### src/fkhs_ram.sv
// Generic single-port-write, single-port-read RAM with registered read data.
// Depends on nothing; used for the valid and the slot memories.
module fkhs_ram #(
  parameter int unsigned WIDTH = 8,
  parameter int unsigned DEPTH = 16,
  localparam int unsigned AddrW = (DEPTH > 1) ? $clog2(DEPTH) : 1
) (
  input  logic             clk_i,
  input  logic             we_i,
  input  logic [AddrW-1:0] waddr_i,
  input  logic [WIDTH-1:0] wdata_i,
  input  logic             re_i,
  input  logic [AddrW-1:0] raddr_i,
  output logic [WIDTH-1:0] rdata_o
);

  logic [WIDTH-1:0] mem_q [DEPTH];
  logic [WIDTH-1:0] rdata_q;

  always_ff @(posedge clk_i) begin
    if (we_i) begin
      mem_q[waddr_i] <= wdata_i;
    end
    if (re_i) begin
      rdata_q <= mem_q[raddr_i];
    end
  end

  assign rdata_o = rdata_q;

endmodule

### config.mk
export PLATFORM = sky130hd
export DESIGN_NAME = fkhs_ram
export DESIGN_NICKNAME = d
export VERILOG_FILES = /design/src/fkhs_ram.sv
export SDC_FILE = /design/constraint.sdc
export NUM_CORES = 1
export LEC_CHECK = 0
export ABC_AREA = 1
export BUFFER_PORTS_ARGS = -buffer_cell sky130_fd_sc_hd__buf_2
export CORE_UTILIZATION = 55
export CTS_CLUSTER_SIZE = 40
export DETAILED_ROUTE_END_ITERATION = 10
export HOLD_SLACK_MARGIN = 0.12
export PLACE_DENSITY = 0.71
export RECOVER_POWER = 100
export SYNTH_ARGS = -nofsm -noshare
export SYNTH_HDL_FRONTEND = slang
export SYNTH_SLANG_ARGS = --single-unit
### constraint.sdc
create_clock -name clk_i -period 1.4 [get_ports clk_i]
set_clock_uncertainty 0.15 [all_clocks]
set_input_delay 0.28 -clock clk_i [delete_from_list [all_inputs] [get_ports clk_i]]
set_output_delay 0.28 -clock clk_i [all_outputs]
set_load 0.1 [all_outputs]
==> results.py <==
metrics = {
    "run_status": {
        "status": "complete, but fails checks",
        "violations": "negative setup slack",
    },
    "sta": {
        "slew_headroom_pct": 48.6,
        "rsz0062_at_grt": "true",
        "finalCriticalPeriod_ns": 1.63,
        "fmax_mhz": 615,
        "fin_ws_ns": -0.227,
        "max_slew.worst_pin.slew_ns": 0.772,
        "setup_violations": 8,
        "slew_violations": 0,
        "finalCritPeriodShare_pct": 116,
        "hold_viol_final": 0,
    },
    "pwr": {
        "ir_drop_mv": 0.767,
        "finalPower_mw": 9.49,
        "power_density_nw_per_um2": 1360,
        "p_leak_nw": 2.99,
    },
    "routing": {
        "drc_errors": 0,
        "drt_first_pass_iters": 6,
        "postRouteAntennaNets": 0,
        "wl_met3_mm": 1.14,
        "drt_iter0_markers": 391,
        "dr_total_vias": 4061,
        "met1_length_mm": 5.35,
        "topRoutingLayerUsed": "met4",
        "postRouteWirelength_mm": 13.2,
        "wl_met2_mm": 6.35,
        "vias_per_cell": 5.30,
        "routedWlPerCell_um": 17.2,
    },
    "worst_setup_path": {
        "crit_family": "flip-flops",
        "path_buf_inv": 1,
        "end_kind": "primary output",
        "start_kind": "flip-flop",
        "crit_fanout": 1,
        "critPathMaxStageDelay_ns": 0.46,
        "slowest_stage": "edfxtp_1",
        "arrival_ns": 1.20,
        "critical_path_required_ns": 0.97,
        "crit_chain": "buf_12",
        "setup.worst_path.class": "reg -> out",
    },
    "synth": {
        "synth_area_um2": 5850,
        "postSynthAreaPerCell_um2": 10.6,
        "synth_top_area_cell": "edfxtp_1",
        "synth_cells": 551,
        "ys_seq_area_share_pct": 69.8,
        "ys_ff_latch": 136,
        "yosys_warnings": 0,
        "syn_nets": 570,
        "synth.area.top_cells": "edfxtp_1 70%, nand2_1 11%, nand3_1 8.3%, inv_1 6.4%, buf_6 1.2%",
        "synth.distinct_cells": 11,
        "synth_top_area_share_pct": 69.8,
    },
    "job": {
        "cap_violations": 0,
    },
    "final_layout": {
        "multi_input_area_um2": 1210,
        "seqCellArea_um2": 4080,
        "syn2layout_area_growth_pct": 19.4,
        "final_nets": 636,
        "final_cells": 766,
        "nFillCells": 770,
        "num_antenna_cells": 0,
        "drive_gt1_share_pct": 10.6,
    },
    "floorplanning": {
        "rows": 37,
        "fp.dieW_um": 105,
        "design.die.area_um2": 11000,
        "io_pins": 27,
        "start_util_pct": 56.6,
        "core_area_um2": 10300,
        "die_height_um": 105,
    },
    "global_routing": {
        "grt_pass1_wl_mm": 21.1,
        "first_global_vias": 3950,
        "antenna_found_initial": 0,
        "grt_max_degree": 28,
        "grt_use_total_pct": 26.5,
        "grt_overflow": 0,
    },
    "cts": {
        "cts.sinks": 136,
        "htreeDepth": 4,
        "cts_tree": "yes",
        "cts_buffers": 17,
        "cts_buffer_depth": 2,
        "insertion_delay_ns": 0.53,
        "clkSlewWorstSetupHoldPaths_ns": 0.06,
        "cts_resized": 0,
        "postCtsSetupBuffers": 0,
        "clockRootBuffer": "clkbuf_8",
    },
    "place": {
        "port_buffers": 26,
        "place_congestion": 0.849,
        "place_hpwl_mm": 8.41,
        "dp.cells": 724,
    },
    "hold_path": {
        "hold_class": "in -> reg",
    },
}
repair_timing:
action,CTS,global route
endpoints found under the hold margin,137,0
setup endpoints to repair,8,8
hold buffers,10,0
pin swaps,0,0
per-layer routing:
layer,GRT usage (%),up-vias
met2,41.1,208
met5,0,-
met3,6.24,30
li1,-,1915
met4,10.2,0
met1,36.6,1908
cell type report:
| cell class | count | share of cell area, % |
|---|---|---|
| Sequential cell | 136 | 58.5 |
| Clock inverter | 11 | 1.52 |
| Clock buffer | 21 | 6.15 |
| Multi-Input combinational cell | 289 | 17.4 |
| Tap cell | 136 | 2.44 |
| Timing Repair Buffer | 71 | 8.50 |
| Inverter | 102 | 5.49 |
where the power goes:
part / total, mW / switching [mW] / internal (mW) / leakage [nW]
Clock: 4.06 / 1.56 / 2.50 / 0.268
Sequential: 4.63 / 0.0372 / 4.59 / 1.24
Combinational: 0.801 / 0.539 / 0.262 / 1.49
registers in the layout, indices dropped and copies added (netlist names):
| register | cells |
|---|---|
| mem_q | 128 |
| rdata_o | 8 |
worst paths after layout:
kind	startpoint	end	slack [ns]	cells after the start
worst max-delay path	rdata_o[1]	rdata_o[1]	-0.23	1
worst min-delay path	raddr_i[2]	rdata_o[0]	0.24	6
worst max register to register	mem_q[8][6]	rdata_o[6]	0.09	6
worst min register to register	mem_q[7][7]	rdata_o[7]	0.61	6
kinds of logic (layout without fill, tap and decap cells):
| kind of cell | Yosys count | in the layout | share of synthesized area, % |
|---|---|---|---|
| buffers and inverters | 126 | 205 | 9.39 |
| DFF | 136 | 136 | 69.8 |
| and+or+nand+nor | 289 | 289 | 20.8 |
layout by cell type (no fill, tap or decap):
cell type      netlist  layout
nand2_1            173     173
edfxtp_1           136     136
inv_1              100     100
nand3_1             97      97
clkbuf_1             0      26
nor2_1              17      17
clkbuf_16            0      16
buf_4                4      14
buf_12               0      12
dlygate4sd3_1        0      10
buf_2               13       7
clkinv_2             0       6
clkbuf_2             0       6
inv_2                2       2
nand3b_1             2       2
bufinv_16            0       2
clkinv_1             0       2
clkbuf_8             0       1
clkinv_4             0       1
Yosys cell counts, drive strengths merged:
cell type and number:
nand2 173, edfxtp 136, inv 102, nand3 97, buf 24, nor2 17
nand3b 2
through the flow:
| step | util [%] | cell area [um^2] | hold slack (ns) | TNS [ns] | setup WS (ns) |
|---|---|---|---|---|---|
| after detailed placement | 62.1 | 6410 | 0.504 | -2.37 | -0.235 |
| after CTS | 68.3 | 7050 | 0.222 | -1.59 | -0.246 |
| final | 67.6 | 6980 | 0.243 | -1.44 | -0.227 |
| after floorplan | - | 5850 | 0.229 | 0 | 0.0192 |
| after global routing | 67.6 | 6980 | 0.258 | -1.69 | -0.249 |
| after global placement | 62.1 | 6410 | 0.499 | -1.89 | -0.228 |
No activity file was read; power rests on OpenSTA's default activity.
