<file path="config.mk">
export PLATFORM = sky130hd
export DESIGN_NAME = fkhs_bucket
export DESIGN_NICKNAME = d
export VERILOG_FILES = /design/src/fkhs_pkg.sv /design/src/fkhs_bucket.sv
export SDC_FILE = /design/constraint.sdc
export NUM_CORES = 1
export LEC_CHECK = 0
export BUFFER_PORTS_ARGS = -buffer_cell sky130_fd_sc_hd__buf_2
export CAP_MARGIN = 20
export CORE_UTILIZATION = 32
export DETAILED_ROUTE_END_ITERATION = 12
export PLACE_DENSITY = 0.86
export SYNTH_ARGS = -nofsm -noshare
export SYNTH_HDL_FRONTEND = slang
export SYNTH_SLANG_ARGS = --single-unit
</file>
<file path="constraint.sdc">
create_clock -name clk_i -period 0.9 [get_ports clk_i]
set_clock_uncertainty 0.2 [all_clocks]
set_input_delay 0.18 -clock clk_i [delete_from_list [all_inputs] [get_ports clk_i]]
set_output_delay 0.18 -clock clk_i [all_outputs]
set_load 0.02 [all_outputs]
</file>
<file path="src/fkhs_pkg.sv">
// Shared constants, codes and types of the folded key hash set.
// No dependencies; every other file of the block but fkhs_ram imports this package.
package fkhs_pkg;

  localparam int unsigned CMD_W    = 2;
  localparam int unsigned KEY_W    = 64;
  localparam int unsigned HANDLE_W = 32;

  // Bucket fold: four 12-bit slices of key bits 0..47.
  localparam int unsigned SLICE_W   = 12;
  localparam int unsigned SLICE_CNT = 4;
  localparam int unsigned FOLD_W    = SLICE_W;

  // Reciprocal for the bucket modulo; exact for any fold value and divisor
  // below 2**FOLD_W + 1 when the shift is twice the fold width.
  localparam int unsigned RECIP_SHIFT = 2 * FOLD_W;
  localparam int unsigned RECIP_W     = RECIP_SHIFT;
  localparam int unsigned PROD1_W     = FOLD_W + RECIP_W;
  localparam int unsigned PROD2_W     = 2 * FOLD_W + 1;
  localparam int unsigned REM_W       = FOLD_W + 1;

  // One slot of a bucket row: handle above key.
  localparam int unsigned SLOT_W = KEY_W + HANDLE_W;

  localparam int unsigned DEF_BUCKETS = 4096;
  localparam int unsigned DEF_WAYS    = 4;

  localparam int unsigned S_FIELDS_W = CMD_W + KEY_W + HANDLE_W;
  localparam int unsigned S_TDATA_W  = ((S_FIELDS_W + 7) / 8) * 8;
  localparam int unsigned M_FIELDS_W = 1 + HANDLE_W + 1;
  localparam int unsigned M_TDATA_W  = ((M_FIELDS_W + 7) / 8) * 8;

  typedef enum logic [CMD_W-1:0] {
    CMD_INSERT = 2'd0,
    CMD_LOOKUP = 2'd1,
    CMD_CLEAR  = 2'd2
  } cmd_e;

  typedef enum logic [1:0] {
    ST_CLEAR,
    ST_IDLE,
    ST_READ,
    ST_CMP
  } state_e;

  typedef struct packed {
    logic                dropped;
    logic [HANDLE_W-1:0] found_handle;
    logic                hit;
  } res_t;

endpackage

</file>
<file path="src/fkhs_bucket.sv">
// Bucket index unit: XOR fold of the key, then modulo by reciprocal multiply.
// Depends on fkhs_pkg. Index is valid from the cycle after load_i.
module fkhs_bucket #(
  parameter int unsigned BUCKETS = fkhs_pkg::DEF_BUCKETS,
  localparam int unsigned IdxW = $clog2(BUCKETS)
) (
  input  logic                        clk_i,
  input  logic                        load_i,
  input  logic [fkhs_pkg::KEY_W-1:0]  key_i,
  output logic [IdxW-1:0]             bucket_o
);
  import fkhs_pkg::*;

  localparam logic [RECIP_W-1:0] Recip =
    RECIP_W'(((2 ** RECIP_SHIFT) + BUCKETS - 1) / BUCKETS);

  logic [FOLD_W-1:0]  fold_d, fold_q;
  logic [FOLD_W-1:0]  quot_d, quot_q;
  logic [PROD1_W-1:0] prod1;
  logic [PROD2_W-1:0] prod2, diff;
  logic [REM_W-1:0]   rem, rem_fix;

  always_comb begin
    fold_d = '0;
    for (int s = 0; s < SLICE_CNT; s++) begin
      fold_d = fold_d ^ key_i[s*SLICE_W +: SLICE_W];
    end
    prod1  = PROD1_W'(fold_d) * PROD1_W'(Recip);
    quot_d = prod1[PROD1_W-1 -: FOLD_W];
  end

  always_ff @(posedge clk_i) begin
    if (load_i) begin
      fold_q <= fold_d;
      quot_q <= quot_d;
    end
  end

  // Remainder = fold - quotient * buckets, with one guard subtract.
  always_comb begin
    prod2    = PROD2_W'(quot_q) * PROD2_W'(BUCKETS);
    diff     = PROD2_W'(fold_q) - prod2;
    rem      = diff[REM_W-1:0];
    rem_fix  = (rem >= REM_W'(BUCKETS)) ? (rem - REM_W'(BUCKETS)) : rem;
    bucket_o = rem_fix[IdxW-1:0];
  end

endmodule

</file>
==> run metrics <==
WL per Instance=10.31 µm; area occupied by registers=360.3 µm²; initial antenna violation count=0; routability cong.=0.6129; Synth Register Bits=12; RSZ-0062 raised after global routing=true; Pleak=0.4954 nW; startpoint types=flip-flop; Critical Path, Cell by Cell=buf_2; crit path max fanout=1; die width=47.95 µm; DRC=0; number of hold buffers added after CTS=0; GRT Total Usage=11.34%; commonest non-fill, non-tap cell in the layout=buf_2; Setup Slack @ Placement=-149.1 ps; critical path class=reg2out; Req. time, crit path=520 ps; fillers=167; grt ovf=0; initial DRC count=9; FP Rows=16; Die Ht=47.95 µm; DP HPWL=1.142 mm; Worst Path Buf+Inv=1; io pins=78; slew at the pin closest to its max-slew limit=269.4 ps; mapped cell area=675.6 µm²; core footprint=1982 µm²; max FFs per register=12; Netlist cell types=3; First-pass DRT Iterations=3; status=finished with violations; vias in the first global route=472; largest net degree at the start of global routing=13; WP data arrival=790 ps; Area after DPL=1015 µm²; Hold Slack=98.93 ps; Antenna diodes=0; Final Hold Vio Count=0; final setup vio count=12; Worst-path clk slew=70 ps; commonest non-fill, non-tap cells in the layout=buf_2, xnor2_1, xor2_1, edfxtp_1, buf_6; max cap viols=0; power per cell area=1527 nW/µm²; die area=2299 µm²; Routed WL=1.433 mm; Worst Slack Setup Final=-274.8 ps; Nets=180; Slew Limit Fails=0; leading registers by flop count=fold_q x12; Final ANT Viol Nets=0; YS warnings=0; WP depth=1; sequential share of the synthesized area=53.33%; Crit. End Element=output port; Clock Path Buffers=2; Slew headroom=82.04%; via count=583; via density per instance=4.194; post-route cell area=1106 µm²; first-pass GRT wire length=1.704 mm; crit-path max cell delay=370 ps; post-route minimum period=1175 ps; worst ir drop on vdd=0.0006878 V; layout cells sized above 1=57.14%; slowest CP cell=edfxtp_1; mean post-synth cell area=14.08 µm²; Area growth syn-to-layout=63.70%; Tightest Hold Check Type=in2reg; failing checks=setup timing; largest reg by FF count=fold_q; input/output buffers=61; TritonCTS Buffers=3; Syn Nets=114; clock root cell=clkbuf_4; Syn Inst Count=48; Tcrit/Tclk final=130.5%; # clock sinks=12; Initial Utilization=34.09%; fmax=0.8512 GHz; H-tree depth=1; area of the multi-input gates=315.3 µm²; hold path depth=3; TritonCTS clock tree=yes; CP top delay family=flip-flops
-- path summary, 6_finish.rpt --
kind	slack, ps	startpoint	end
max	-270	fold_q[2]	bucket_o[2]
min	100	key_i[7]	fold_q[7]
-- kinds of logic after synthesis --
logic type                count (synthesis)  share of synthesized area (%)
xor gates and xnor gates                 36                          46.67
DFF                                      12                          53.33
-- per-layer routing --
metal / wire length [µm] / track usage (%)
met2: 845 / 19.73
met3: 144 / 3.019
met5: 0 / 0
met1: 434 / 10.42
met4: 8 / 11.11
-- synth_stat cells, drive strengths merged --
library cell | count | area (µm²)
edfxtp | 12 | 360.4
xnor2 | 24 | 210.2
xor2 | 12 | 105.1
-- timing repair --
action                     CTS  global route
gates cloned                 0             0
setup endpoints to repair   12            12
buffers inserted             0             0
resized for setup            0            22
-- stage by stage --
stage                     utilization [%]  power (W)  std cells  setup TNS, ps
final                               55.81   0.001689        139          -3142
after global routing                55.81   0.001790        139          -3625
after floorplan                         -   0.001068         48              0
after detailed placement            51.20   0.001295        136          -2344
after global placement              51.20   0.001275        136          -2193
after CTS                           52.34   0.001602        139          -3259
-- final cells by class --
type,instances,share of cell area (%)
well taps,27,3.054
multi-input cells,36,28.51
repair buffers,61,33.82
clock buffers,3,2.036
flip-flops and latches,12,32.58
-- where the power goes --
part / switching [W] / internal [W]
combinational: 0.000274 / 0.000343
clock: 0.000145 / 0.000154
sequential: 0.0000367 / 0.000736
total: 0.000455 / 0.00123
Power figures use the tool's default switching activity.
