$ cat src/fkhs_pkg.sv
// Shared constants, codes and types of the folded key hash set.
// No dependencies; every other file of the block but fkhs_ram imports this package.
package fkhs_pkg;

  localparam int unsigned CMD_W    = 2;
  localparam int unsigned KEY_W    = 64;
  localparam int unsigned HANDLE_W = 32;

  // Bucket fold: four 12-bit slices of key bits 0..47.
  localparam int unsigned SLICE_W   = 12;
  localparam int unsigned SLICE_CNT = 4;
  localparam int unsigned FOLD_W    = SLICE_W;

  // Reciprocal for the bucket modulo; exact for any fold value and divisor
  // below 2**FOLD_W + 1 when the shift is twice the fold width.
  localparam int unsigned RECIP_SHIFT = 2 * FOLD_W;
  localparam int unsigned RECIP_W     = RECIP_SHIFT;
  localparam int unsigned PROD1_W     = FOLD_W + RECIP_W;
  localparam int unsigned PROD2_W     = 2 * FOLD_W + 1;
  localparam int unsigned REM_W       = FOLD_W + 1;

  // One slot of a bucket row: handle above key.
  localparam int unsigned SLOT_W = KEY_W + HANDLE_W;

  localparam int unsigned DEF_BUCKETS = 4096;
  localparam int unsigned DEF_WAYS    = 4;

  localparam int unsigned S_FIELDS_W = CMD_W + KEY_W + HANDLE_W;
  localparam int unsigned S_TDATA_W  = ((S_FIELDS_W + 7) / 8) * 8;
  localparam int unsigned M_FIELDS_W = 1 + HANDLE_W + 1;
  localparam int unsigned M_TDATA_W  = ((M_FIELDS_W + 7) / 8) * 8;

  typedef enum logic [CMD_W-1:0] {
    CMD_INSERT = 2'd0,
    CMD_LOOKUP = 2'd1,
    CMD_CLEAR  = 2'd2
  } cmd_e;

  typedef enum logic [1:0] {
    ST_CLEAR,
    ST_IDLE,
    ST_READ,
    ST_CMP
  } state_e;

  typedef struct packed {
    logic                dropped;
    logic [HANDLE_W-1:0] found_handle;
    logic                hit;
  } res_t;

endpackage

$ cat src/fkhs_match.sv
// Row compare and update: matches the key against all ways of one bucket row,
// picks the lowest free way for an insert and builds the write-back row.
// Depends on fkhs_pkg.
module fkhs_match #(
  parameter int unsigned WAYS = fkhs_pkg::DEF_WAYS,
  localparam int unsigned RowW = WAYS * fkhs_pkg::SLOT_W
) (
  input  logic [fkhs_pkg::CMD_W-1:0]    cmd_i,
  input  logic [fkhs_pkg::KEY_W-1:0]    key_i,
  input  logic [fkhs_pkg::HANDLE_W-1:0] handle_i,
  input  logic [WAYS-1:0]               vld_row_i,
  input  logic [RowW-1:0]               data_row_i,
  output fkhs_pkg::res_t                res_o,
  output logic                          row_we_o,
  output logic [WAYS-1:0]               vld_row_o,
  output logic [RowW-1:0]               data_row_o
);
  import fkhs_pkg::*;

  logic                match;
  logic [HANDLE_W-1:0] match_handle;
  logic [WAYS-1:0]     free_oh;
  logic                free_any;

  // Lowest matching way and lowest free way win.
  always_comb begin
    match        = 1'b0;
    match_handle = '0;
    free_oh      = '0;
    for (int w = WAYS - 1; w >= 0; w--) begin
      if (vld_row_i[w] && (data_row_i[w*SLOT_W +: KEY_W] == key_i)) begin
        match        = 1'b1;
        match_handle = data_row_i[w*SLOT_W + KEY_W +: HANDLE_W];
      end
      if (!vld_row_i[w]) begin
        free_oh    = '0;
        free_oh[w] = 1'b1;
      end
    end
    free_any = |free_oh;
  end

  always_comb begin
    vld_row_o = vld_row_i | free_oh;
    for (int w = 0; w < WAYS; w++) begin
      data_row_o[w*SLOT_W +: SLOT_W] = free_oh[w] ? {handle_i, key_i}
                                                 : data_row_i[w*SLOT_W +: SLOT_W];
    end
  end

  always_comb begin
    res_o    = '0;
    row_we_o = 1'b0;
    case (cmd_i)
      CMD_INSERT: begin
        res_o.hit          = match;
        res_o.found_handle = match_handle;
        if (!match) begin
          row_we_o      = free_any;
          res_o.dropped = !free_any;
        end
      end
      CMD_LOOKUP: begin
        res_o.hit          = match;
        res_o.found_handle = match_handle;
      end
      default: begin
        res_o = '0;
      end
    endcase
  end

endmodule

$ cat config.mk
export PLATFORM = sky130hd
export DESIGN_NAME = fkhs_match
export DESIGN_NICKNAME = d
export VERILOG_FILES = /design/src/fkhs_pkg.sv /design/src/fkhs_match.sv
export SDC_FILE = /design/constraint.sdc
export NUM_CORES = 1
export LEC_CHECK = 0
export ABC_AREA = 1
export BUFFER_PORTS_ARGS = -buffer_cell sky130_fd_sc_hd__buf_2
export CAP_MARGIN = 30
export CORE_AREA = 2 2 355 357
export DETAILED_ROUTE_END_ITERATION = 8
export DIE_AREA = 0 0 357 359
export GPL_ROUTABILITY_DRIVEN = 0
export PLACE_DENSITY = 0.37
export SYNTH_ARGS = -nofsm -noshare
export SYNTH_HDL_FRONTEND = slang
export SYNTH_SLANG_ARGS = --single-unit
$ cat constraint.sdc
create_clock -name vclk -period 2.2
set_clock_uncertainty 0.2 [all_clocks]
set_input_delay 0.22 -clock vclk [all_inputs]
set_output_delay 0.22 -clock vclk [all_outputs]
set_load 0.05 [all_outputs]
==> load_flow_metrics.sql, run 1 <==
INSERT INTO impl_metrics (metric_group, metric, value, unit) VALUES
('worst_setup_path', 'critical_path.top_delay_family', 'simple AND/OR/NAND/NOR gates', ''),
('placement', 'hpwlAfterDp', '129500', 'um'),
('worst_setup_path', 'path_cells', 'buf_2 -> inv_1 -> buf_6 -> o21ai_1 -> nor2_1 -> nand2_2 -> nor2_2 -> nand2_1 -> nor2_4 -> nand2_2 -> nor2_4 -> buf_12 -> buf_16 -> a21boi_2 -> a21oi_4 -> buf_6', ''),
('placement', 'numPlacedInstances', '5161', ''),
('placement', 'buffer_ports.inserted', '908', ''),
('cells_and_area', 'nNetsFinal', '4090', ''),
('die', 'fp.dieH', '359', 'um'),
('timing', 'worst_slew_pin_slew', '0.5955', 'ns'),
('synth', 'synth_cells', '2240', ''),
('pwr', 'power.static_leakage', '15.31', 'nW'),
('worst_setup_path', 'critPathLaunchType', 'input pin', ''),
('run_status', 'run_status', 'complete, but fails checks', ''),
('worst_setup_path', 'cp.arrival', '2.40', 'ns'),
('cells_and_area', 'n_clock_buffer', '0', ''),
('timing', 'hold_violations', '0', ''),
('cells_and_area', 'post_layout_nonfiller_instances', '5269', ''),
('routing', 'drt_iter0_drc', '1944', ''),
('timing', 'max_clock_freq', '355.1', 'MHz'),
('timing', 'setup_violations', '88', ''),
('die', 'core', '124600', 'sq um'),
('routing', 'ant_nets', '0', ''),
('global_route', 'globalRoute.totalOverflow', '0', ''),
('cells_and_area', 'seq_cells', '0', ''),
('cells_and_area', 'multiInputGateArea', '12880', 'sq um'),
('routing', 'route.vias.total', '22100', ''),
('cells_and_area', 'final_layout_size_suffix_gt1_share', '62.85', '%'),
('pwr', 'cellPowerDensity', '288.9', 'nW/um^2'),
('worst_setup_path', 'cp_max_stage_delay', '0.23', 'ns'),
('synth', 'avgSynthCellArea', '4.484', 'sq um'),
('worst_setup_path', 'worstPathRequired', '1.78', 'ns'),
('global_route', 'antenna_violations_before_repair', '73', ''),
('cells_and_area', 'area_growth_syn_to_layout', '217.6', '%'),
('hold_path', 'hp-class', 'in -> out', ''),
('placement', 'worst_setup_timing_slack_at_the_placement_stage', '-1.473', 'ns'),
('synth', 'yosys.cell_types.count', '32', ''),
('pwr', 'ir_worst_vdd', '0.1566', 'mV'),
('cells_and_area', 'fillCellCount', '13900', ''),
('worst_setup_path', 'critical_path.max_fanout', '8', ''),
('synth', 'sequential_cell_area_fraction_in_the_yosys_report', '0', '%'),
('global_route', 'grt_first_pass_wirelength', '202400', 'um'),
('die', 'die_area', '128200', 'sq um'),
('routing', '1st_pass_router_iterations', '6', ''),
('global_route', 'vias_in_the_first_global_route', '21360', ''),
('global_route', 'grt_usage', '23.49', '%'),
('clocking', 'cts_hold_buffers', '0', ''),
('timing', 'min_period', '2.816', 'ns'),
('run', 'drv_cap', '0', ''),
('timing', 'finalCritPeriodShare', '128.0', '%'),
('worst_setup_path', 'critical_path.n_buffers_inverters', '6', ''),
('synth', 'syn_nets', '2726', ''),
('global_route', 'grt_start_max_net_pins', '110', ''),
('routing', 'drc', '0', ''),
('routing', 'vias_per_cell', '4.194', ''),
('worst_setup_path', 'critical_path.endpoint_type', 'primary output', ''),
('worst_setup_path', 'timing.critical_path.slowest_stage_cell', 'a21oi_4', ''),
('worst_setup_path', 'worstSetupPathType', 'in -> out', ''),
('die', 'floorplan.initialDensity', '8.061', '%'),
('synth', 'synth-warning-count', '0', ''),
('timing', 'postLayoutSetupSlackWorst', '-0.6162', 'ns'),
('timing', 'max_slew_margin', '60.30', '%'),
('routing', 'drt-wirelength-per-cell', '30.86', 'um'),
('synth', 'synthesis.area', '10040', 'sq um'),
('timing', 'final.setup.tns', '-22.37', 'ns'),
('timing', 'grt_setup_unrepaired', 'true', ''),
('cells_and_area', 'layout_commonest_cell', 'nand2_1', ''),
('die', 'die_width', '357', 'um'),
('cells_and_area', 'final_core_utilization', '25.60', '%'),
('die', 'num_io_pins', '909', ''),
('cells_and_area', 'mostFrequentLayoutCells', 'nand2_1, buf_2, buf_4', ''),
('routing', 'postRouteWirelength', '162600', 'um'),
('die', 'number_of_rows_in_the_core_area', '130', ''),
('run_status', 'failed_checks', 'setup timing', ''),
('timing', 'drv_slew', '0', ''),
('cells_and_area', 'register_area', '0', 'sq um');
## tightest hold or removal path, cell delays in order
cell and delay, ns:
buf_6 0.11, nand2_4 0.06, o21ai_4 0.06, buf_12 0.13
## per-layer routing
layer  share of wire [%]  vias to the layer above  track usage, %
met2                  44                     1242           37.66
met3                 9.3                      222           5.381
met4                 2.6                       40           4.366
li1                    -                     9918               -
met1                  44                    10670           32.03
met5                0.16                        -               0
## path summary, 6_finish.rpt
kind | startpoint | cells after the start | slack (ns) | end
max | key_i[45] | 16 | -0.62 | res_o[7]
min | data_row_i[236] | 4 | 0.59 | data_row_o[236]
## power breakdown
| part | switching (mW) | total [mW] | internal, mW |
|---|---|---|---|
| registers | 0 | 0 | 0 |
| logic | 5.63 | 9.22 | 3.59 |
| clock network | 0 | 0.000000980 | 0.000000980 |
| total | 5.63 | 9.22 | 3.59 |
## cell type report
class / instances / area share, %
multi-input combinational: 1878 / 40.39
timing repair buffer: 1495 / 50.10
tap: 1650 / 6.471
antenna: 17 / 0.1333
inverter: 229 / 2.910
## synth_stat cells, types with 6 or more instances
| library cell | number | area [sq um] |
|---|---|---|
| a21boi_0 | 26 | 195.2 |
| a21oi_1 | 33 | 165.2 |
| buf_1 | 10 | 37.54 |
| buf_2 | 11 | 55.05 |
| buf_4 | 13 | 97.59 |
| buf_6 | 14 | 157.7 |
| clkbuf_1 | 81 | 304.0 |
| inv_1 | 187 | 701.9 |
| inv_2 | 42 | 157.7 |
| nand2_1 | 947 | 3555 |
| nand3_1 | 44 | 220.2 |
| nand4_1 | 45 | 281.5 |
| nor2_1 | 173 | 649.4 |
| nor2_2 | 6 | 37.54 |
| nor3_1 | 7 | 35.03 |
| o21ai_0 | 483 | 2417 |
| o21ai_1 | 6 | 30.03 |
| xnor2_1 | 37 | 324.1 |
| xor2_1 | 40 | 350.3 |
## timing repair
action / CTS / global route
resized for setup: 1004 / 655
pin swaps: 49 / 145
gates cloned: 45 / 18
setup buffers: 88 / 44
endpoints found under the setup margin: 322 / 235
## cells by family after synthesis
kind of cell | share of synthesized area, %
compound gates | 28.58
xor+xnor | 6.715
simple gates | 49.35
other cells | 0.03734
buf+inv | 15.32
## through the flow
stage / total power, mW / area, sq um / hold WS (ns)
global route: 9.531 / 31880 / 0.6108
detailed placement: 7.820 / 24450 / 0.6156
finish: 9.218 / 31900 / 0.5941
floorplan: 3.255 / 10510 / 0.3361
global placement: 7.836 / 24450 / 0.6100
CTS: 8.794 / 29540 / 0.5960
No activity file was read; power rests on OpenSTA's default activity.
==> inputs of run 2 (changes only) <==
Clock period 2.2 ns to 3 ns, I/O delays scaled along.
==> load_flow_metrics.sql, run 2 (synthesis results as in run 1) <==
INSERT INTO impl_metrics (metric_group, metric, value, unit) VALUES
('run_status', 'run_status', 'complete, but fails checks', ''),
('run_status', 'failed_checks', 'setup timing', ''),
('die', 'num_io_pins', '909', ''),
('cells_and_area', 'n_clock_buffer', '0', ''),
('routing', 'vias_per_cell', '4.032', ''),
('timing', 'drv_slew', '0', ''),
('cells_and_area', 'seq_cells', '0', ''),
('cells_and_area', 'mostFrequentLayoutCells', 'nand2_1, buf_2, o21ai_0', ''),
('timing', 'finalCritPeriodShare', '101.5', '%'),
('cells_and_area', 'final_layout_size_suffix_gt1_share', '47.13', '%'),
('worst_setup_path', 'critical_path.max_fanout', '8', ''),
('die', 'fp.dieH', '359', 'um'),
('worst_setup_path', 'critPathLaunchType', 'input pin', ''),
('global_route', 'grt_start_max_net_pins', '97', ''),
('worst_setup_path', 'timing.critical_path.slowest_stage_cell', 'a21oi_2', ''),
('run', 'drv_cap', '0', ''),
('die', 'core', '124600', 'sq um'),
('global_route', 'grt_first_pass_wirelength', '181100', 'um'),
('hold_path', 'cell_count_of_the_worst_hold_path', '3', ''),
('cells_and_area', 'nNetsFinal', '3868', ''),
('global_route', 'vias_in_the_first_global_route', '19190', ''),
('cells_and_area', 'post_layout_nonfiller_instances', '5050', ''),
('hold_path', 'holdCritStartpoint', 'cmd_i[1]', ''),
('timing', 'grt_setup_unrepaired', 'true', ''),
('routing', '1st_pass_router_iterations', '6', ''),
('global_route', 'antenna_violations_before_repair', '62', ''),
('routing', 'drc', '0', ''),
('cells_and_area', 'register_area', '0', 'sq um'),
('routing', 'ant_nets', '0', ''),
('hold_path', 'hp-class', 'in -> out', ''),
('timing', 'setup_violations', '16', ''),
('timing', 'hold_violations', '0', ''),
('die', 'die_width', '357', 'um'),
('worst_setup_path', 'worstPathRequired', '2.50', 'ns'),
('pwr', 'report.power.total', '5.461', 'mW'),
('hold_path', 'worstHoldEndpoint', 'res_o[0]', ''),
('worst_setup_path', 'critical_path.endpoint_type', 'primary output', ''),
('pwr', 'cellPowerDensity', '223.1', 'nW/um^2'),
('clocking', 'cts_hold_buffers', '0', ''),
('worst_setup_path', 'worstSetupPathType', 'in -> out', ''),
('pwr', 'power.static_leakage', '12.53', 'nW'),
('timing', 'max_slew_margin', '52.62', '%'),
('global_route', 'grt_usage', '20.95', '%'),
('routing', 'postRouteWirelength', '145700', 'um'),
('cells_and_area', 'final_core_utilization', '19.64', '%'),
('cells_and_area', 'layout_commonest_cell', 'nand2_1', ''),
('die', 'floorplan.initialDensity', '8.061', '%'),
('placement', 'numPlacedInstances', '4987', ''),
('cells_and_area', 'area_growth_syn_to_layout', '143.7', '%'),
('die', 'number_of_rows_in_the_core_area', '130', ''),
('global_route', 'globalRoute.totalOverflow', '0', ''),
('placement', 'hpwlAfterDp', '127400', 'um'),
('routing', 'route.vias.total', '20360', ''),
('worst_setup_path', 'cp.arrival', '2.55', 'ns'),
('timing', 'worst_slew_pin_slew', '0.7033', 'ns'),
('routing', 'drt_iter0_drc', '1778', ''),
('timing', 'postLayoutSetupSlackWorst', '-0.04646', 'ns'),
('timing', 'min_period', '3.046', 'ns'),
('routing', 'drt-wirelength-per-cell', '28.85', 'um'),
('die', 'die_area', '128200', 'sq um'),
('timing', 'max_clock_freq', '328.3', 'MHz'),
('placement', 'buffer_ports.inserted', '908', ''),
('pwr', 'ir_worst_vdd', '0.1085', 'mV'),
('worst_setup_path', 'cp_max_stage_delay', '0.25', 'ns'),
('worst_setup_path', 'path_cells', 'buf_6 -> inv_4 -> buf_6 -> buf_8 -> o21ai_1 -> nor2_1 -> nand2_1 -> nor2_1 -> nand2_1 -> nor2_2 -> nand3_2 -> nand2_4 -> buf_12 -> buf_16 -> nand3_2 -> a21oi_2 -> buf_12', '');
==> run 2: cell count changes in the layout (fill, tap and decap cells not counted), moves of 81 or more <==
cell | previous run | this run
o21ai_1 | 116 | 26
buf_12 | 337 | 256
nand2_4 | 118 | 18
o21ai_0 | 159 | 449
o21ai_4 | 120 | 0
nand2_2 | 187 | 73
buf_2 | 516 | 639
nand2_1 | 644 | 860
buf_6 | 148 | 38
==> run 2: what timing repair did <==
item | 4_1_cts | 5_1_grt
hold endpoints to repair | 0 | 0
buffers inserted | 15 | 20
pin swaps | 51 | 66
gates resized for setup | 249 | 240
gates cloned | 4 | 14
setup endpoints to repair | 35 | 35
==> run 2: worst max path at each step <==
stage / endpoint / from / slack (ns)
global placement: res_o[14] / key_i[9] / -0.75
finish: res_o[18] / key_i[6] / -0.05
detailed placement: res_o[14] / key_i[9] / -0.71
CTS: res_o[30] / key_i[0] / -0.05
global route: res_o[8] / key_i[54] / -0.11
floorplan: data_row_o[192] / vld_row_i[0] / 0.19
==> run 2: critical path: cells and delay by family <==
kind | cells | cell delay (ns)
AOI/OAI and AO/OA | 2 | 0.32
buffers and inverters | 7 | 0.91
and+or+nand+nor | 8 | 0.98
==> run 2: cell type report <==
cell class	count	area [sq um]
diodes	20	50.05
inverters	229	905.9
multi-input cells	1878	9756
fillers	14560	100100
well taps	1650	2064
repair buffers	1273	11700
==> run 2: layer usage <==
layer	vias to the layer above	routed length [um]	GRT usage (%)
li1	9412	-	-
met1	9614	67410	29.64
met2	1162	64170	33.51
met3	154	11480	3.807
met4	18	2536	2.768
met5	-	101	0
==> run 2: through the flow <==
step | hold WS (ns) | area, sq um | setup TNS [ns] | setup slack (ns)
6_report | 0.7727 | 24470 | -0.2918 | -0.04646
5_1_grt | 0.7873 | 24450 | -2.242 | -0.1137
4_1_cts | 0.8113 | 23120 | -0.3548 | -0.05002
3_5_place_dp | 0.8215 | 22110 | -19.16 | -0.7116
3_3_place_gp | 0.8205 | 22110 | -21.26 | -0.7483
2_1_floorplan | 0.5757 | 10040 | 0 | 0.1894
==> run 2: report_power, final <==
group	total [mW]	leakage, nW	internal (mW)	switching [mW]
Sequential	0	0	0	0
Combinational	5.46	12.5	1.89	3.57
Clock	0.000000758	0.000127	0.000000758	0
Total	5.46	12.5	1.89	3.57
==> inputs of run 3 (changes only) <==
Settings changed: BUFFER_PORTS_ARGS -buffer_cell sky130_fd_sc_hd__buf_2 to unset, CORE_AREA 2 2 355 357 to 2 2 354 356, DIE_AREA 0 0 357 359 to 0 0 356 358, DONT_BUFFER_PORTS set to 1, PLACE_DENSITY 0.37 to 0.31.
==> load_flow_metrics.sql, run 3 (synthesis results as in run 1) <==
INSERT INTO impl_metrics (metric_group, metric, value, unit) VALUES
('cells_and_area', 'finalInstanceArea', '18100', 'sq um'),
('hold_path', 'holdCritStartpoint', 'cmd_i[1]', ''),
('cells_and_area', 'mostFrequentLayoutCells', 'nand2_1, buf_4, o21ai_1', ''),
('cells_and_area', 'seq_cells', '0', ''),
('die', 'num_io_pins', '909', ''),
('hold_path', 'hp-class', 'in -> out', ''),
('cells_and_area', 'fillCellCount', '14700', ''),
('die', 'floorplan.initialDensity', '8.145', '%'),
('die', 'number_of_rows_in_the_core_area', '129', ''),
('clocking', 'cts_hold_buffers', '0', ''),
('worst_setup_path', 'critical_path.top_delay_family', 'simple AND/OR/NAND/NOR gates', ''),
('placement', 'buffer_ports.inserted', '0', ''),
('routing', 'vias_per_cell', '4.026', ''),
('cells_and_area', 'final_layout_size_suffix_gt1_share', '31.12', '%'),
('run_status', 'failed_checks', 'setup timing', ''),
('die', 'die_area', '127400', 'sq um'),
('placement', 'placed_cell_area', '16660', 'sq um'),
('routing', 'ant_nets', '0', ''),
('cells_and_area', 'multiInputGateArea', '9355', 'sq um'),
('worst_setup_path', 'cp.arrival', '2.55', 'ns'),
('routing', 'postRouteWirelength', '136100', 'um'),
('routing', '1st_pass_router_iterations', '5', ''),
('run', 'drv_cap', '0', ''),
('placement', 'worst_setup_timing_slack_at_the_placement_stage', '-0.5762', 'ns'),
('worst_setup_path', 'worstPathRequired', '2.50', 'ns'),
('timing', 'final.setup.tns', '-0.09123', 'ns'),
('cells_and_area', 'area_growth_syn_to_layout', '80.24', '%'),
('cells_and_area', 'nNetsFinal', '3213', ''),
('timing', 'min_period', '3.055', 'ns'),
('timing', 'max_slew_margin', '32.27', '%'),
('worst_setup_path', 'critPathLaunchType', 'input pin', ''),
('timing', 'setup_violations', '4', ''),
('worst_setup_path', 'setup.worst_path.start', 'key_i[12]', ''),
('global_route', 'globalRoute.totalOverflow', '0', ''),
('placement', 'numPlacedInstances', '4325', ''),
('timing', 'max_clock_freq', '327.4', 'MHz'),
('routing', 'drt_iter0_drc', '1777', ''),
('worst_setup_path', 'path_cells', 'clkinvlp_4 -> buf_6 -> nand2_2 -> o21ai_1 -> nor2_1 -> nand2_1 -> nor2_4 -> nand2_1 -> nor2_1 -> nand3_2 -> nand2_8 -> buf_12 -> nand3_1 -> a21oi_2 -> buf_6', ''),
('cells_and_area', 'n_clock_buffer', '0', ''),
('timing', 'worst_slew_pin_slew', '1.016', 'ns'),
('routing', 'route.vias.total', '17600', ''),
('worst_setup_path', 'worstSetupPathType', 'in -> out', ''),
('run_status', 'run_status', 'complete, but fails checks', ''),
('worst_setup_path', 'critical_path.max_fanout', '8', ''),
('pwr', 'cellPowerDensity', '221.5', 'nW/um^2'),
('die', 'fp.dieH', '358', 'um'),
('routing', 'drc', '0', ''),
('routing', 'drt-wirelength-per-cell', '31.11', 'um'),
('global_route', 'grt_first_pass_wirelength', '165900', 'um'),
('cells_and_area', 'layout_commonest_cell', 'nand2_1', ''),
('timing', 'finalCritPeriodShare', '101.8', '%'),
('placement', 'hpwlAfterDp', '120000', 'um'),
('worst_setup_path', 'critical_path.n_buffers_inverters', '4', ''),
('global_route', 'antenna_violations_before_repair', '16', ''),
('timing', 'grt_setup_unrepaired', 'true', ''),
('timing', 'hold_violations', '0', ''),
('die', 'die_width', '356', 'um'),
('worst_setup_path', 'critical_path.endpoint_type', 'primary output', ''),
('pwr', 'ir_worst_vdd', '0.1208', 'mV'),
('pwr', 'power.static_leakage', '8.895', 'nW'),
('global_route', 'grt_usage', '19.58', '%'),
('global_route', 'vias_in_the_first_global_route', '16270', ''),
('worst_setup_path', 'cp_max_stage_delay', '0.24', 'ns'),
('cells_and_area', 'register_area', '0', 'sq um'),
('worst_setup_path', 'timing.critical_path.slowest_stage_cell', 'a21oi_2', ''),
('cells_and_area', 'post_layout_nonfiller_instances', '4373', ''),
('die', 'core', '123300', 'sq um'),
('timing', 'drv_slew', '0', ''),
('timing', 'postLayoutSetupSlackWorst', '-0.05480', 'ns'),
('global_route', 'grt_start_max_net_pins', '198', '');
-- run 3: cell count changes in the layout (fill, tap and decap cells not counted), sizes merged --
| cell | previous run | this run |
|---|---|---|
| buf | 1252 | 608 |
| bufbuf | 0 | 2 |
| clkbuf | 21 | 7 |
| diode | 20 | 11 |
| nor2 | 183 | 184 |
-- run 3: worst paths after layout --
kind	endpoint	slack [ns]	depth (start not counted)
worst min-delay path	res_o[0]	0.58	2
worst max-delay path	res_o[14]	-0.05	15
-- run 3: cell type report --
class | instances | share of cell area [%]
Timing Repair Buffer | 617 | 31.99
Inverter | 229 | 4.866
Antenna cell | 11 | 0.1521
Multi-Input combinational cell | 1879 | 51.68
Tap cell | 1637 | 11.31
-- run 3: timing repair --
item | 4_1_cts | 5_1_grt
setup buffers | 12 | 14
gates resized for setup | 95 | 141
endpoints found under the setup margin | 35 | 35
gates cloned | 4 | 10
pin swaps | 36 | 51
-- run 3: layer usage --
| metal | part of all wire, % | wire (um) | vias up | track usage, % |
|---|---|---|---|---|
| li1 | - | - | 8118 | - |
| met1 | 45 | 60950 | 8343 | 27.13 |
| met2 | 44 | 60290 | 1055 | 30.97 |
| met3 | 9.7 | 13200 | 74 | 5.379 |
| met4 | 1.1 | 1509 | 14 | 2.025 |
| met5 | 0.076 | 103 | - | 0 |
-- run 3: where the power goes --
part,internal (mW),total (mW),switching (mW)
combinational,1.13,4.01,2.88
clock,0.000000179,0.000000179,0
sequential,0,0,0
-- run 3: per-stage QoR --
step | hold slack, ns | power (mW) | utilization (%)
floorplan | 0.5757 | 2.330 | -
global placement | 0.6279 | 3.960 | 13.51
global route | 0.5799 | 4.204 | 14.66
detailed placement | 0.6235 | 3.957 | 13.51
finish | 0.5760 | 4.010 | 14.68
CTS | 0.5929 | 4.004 | 13.97
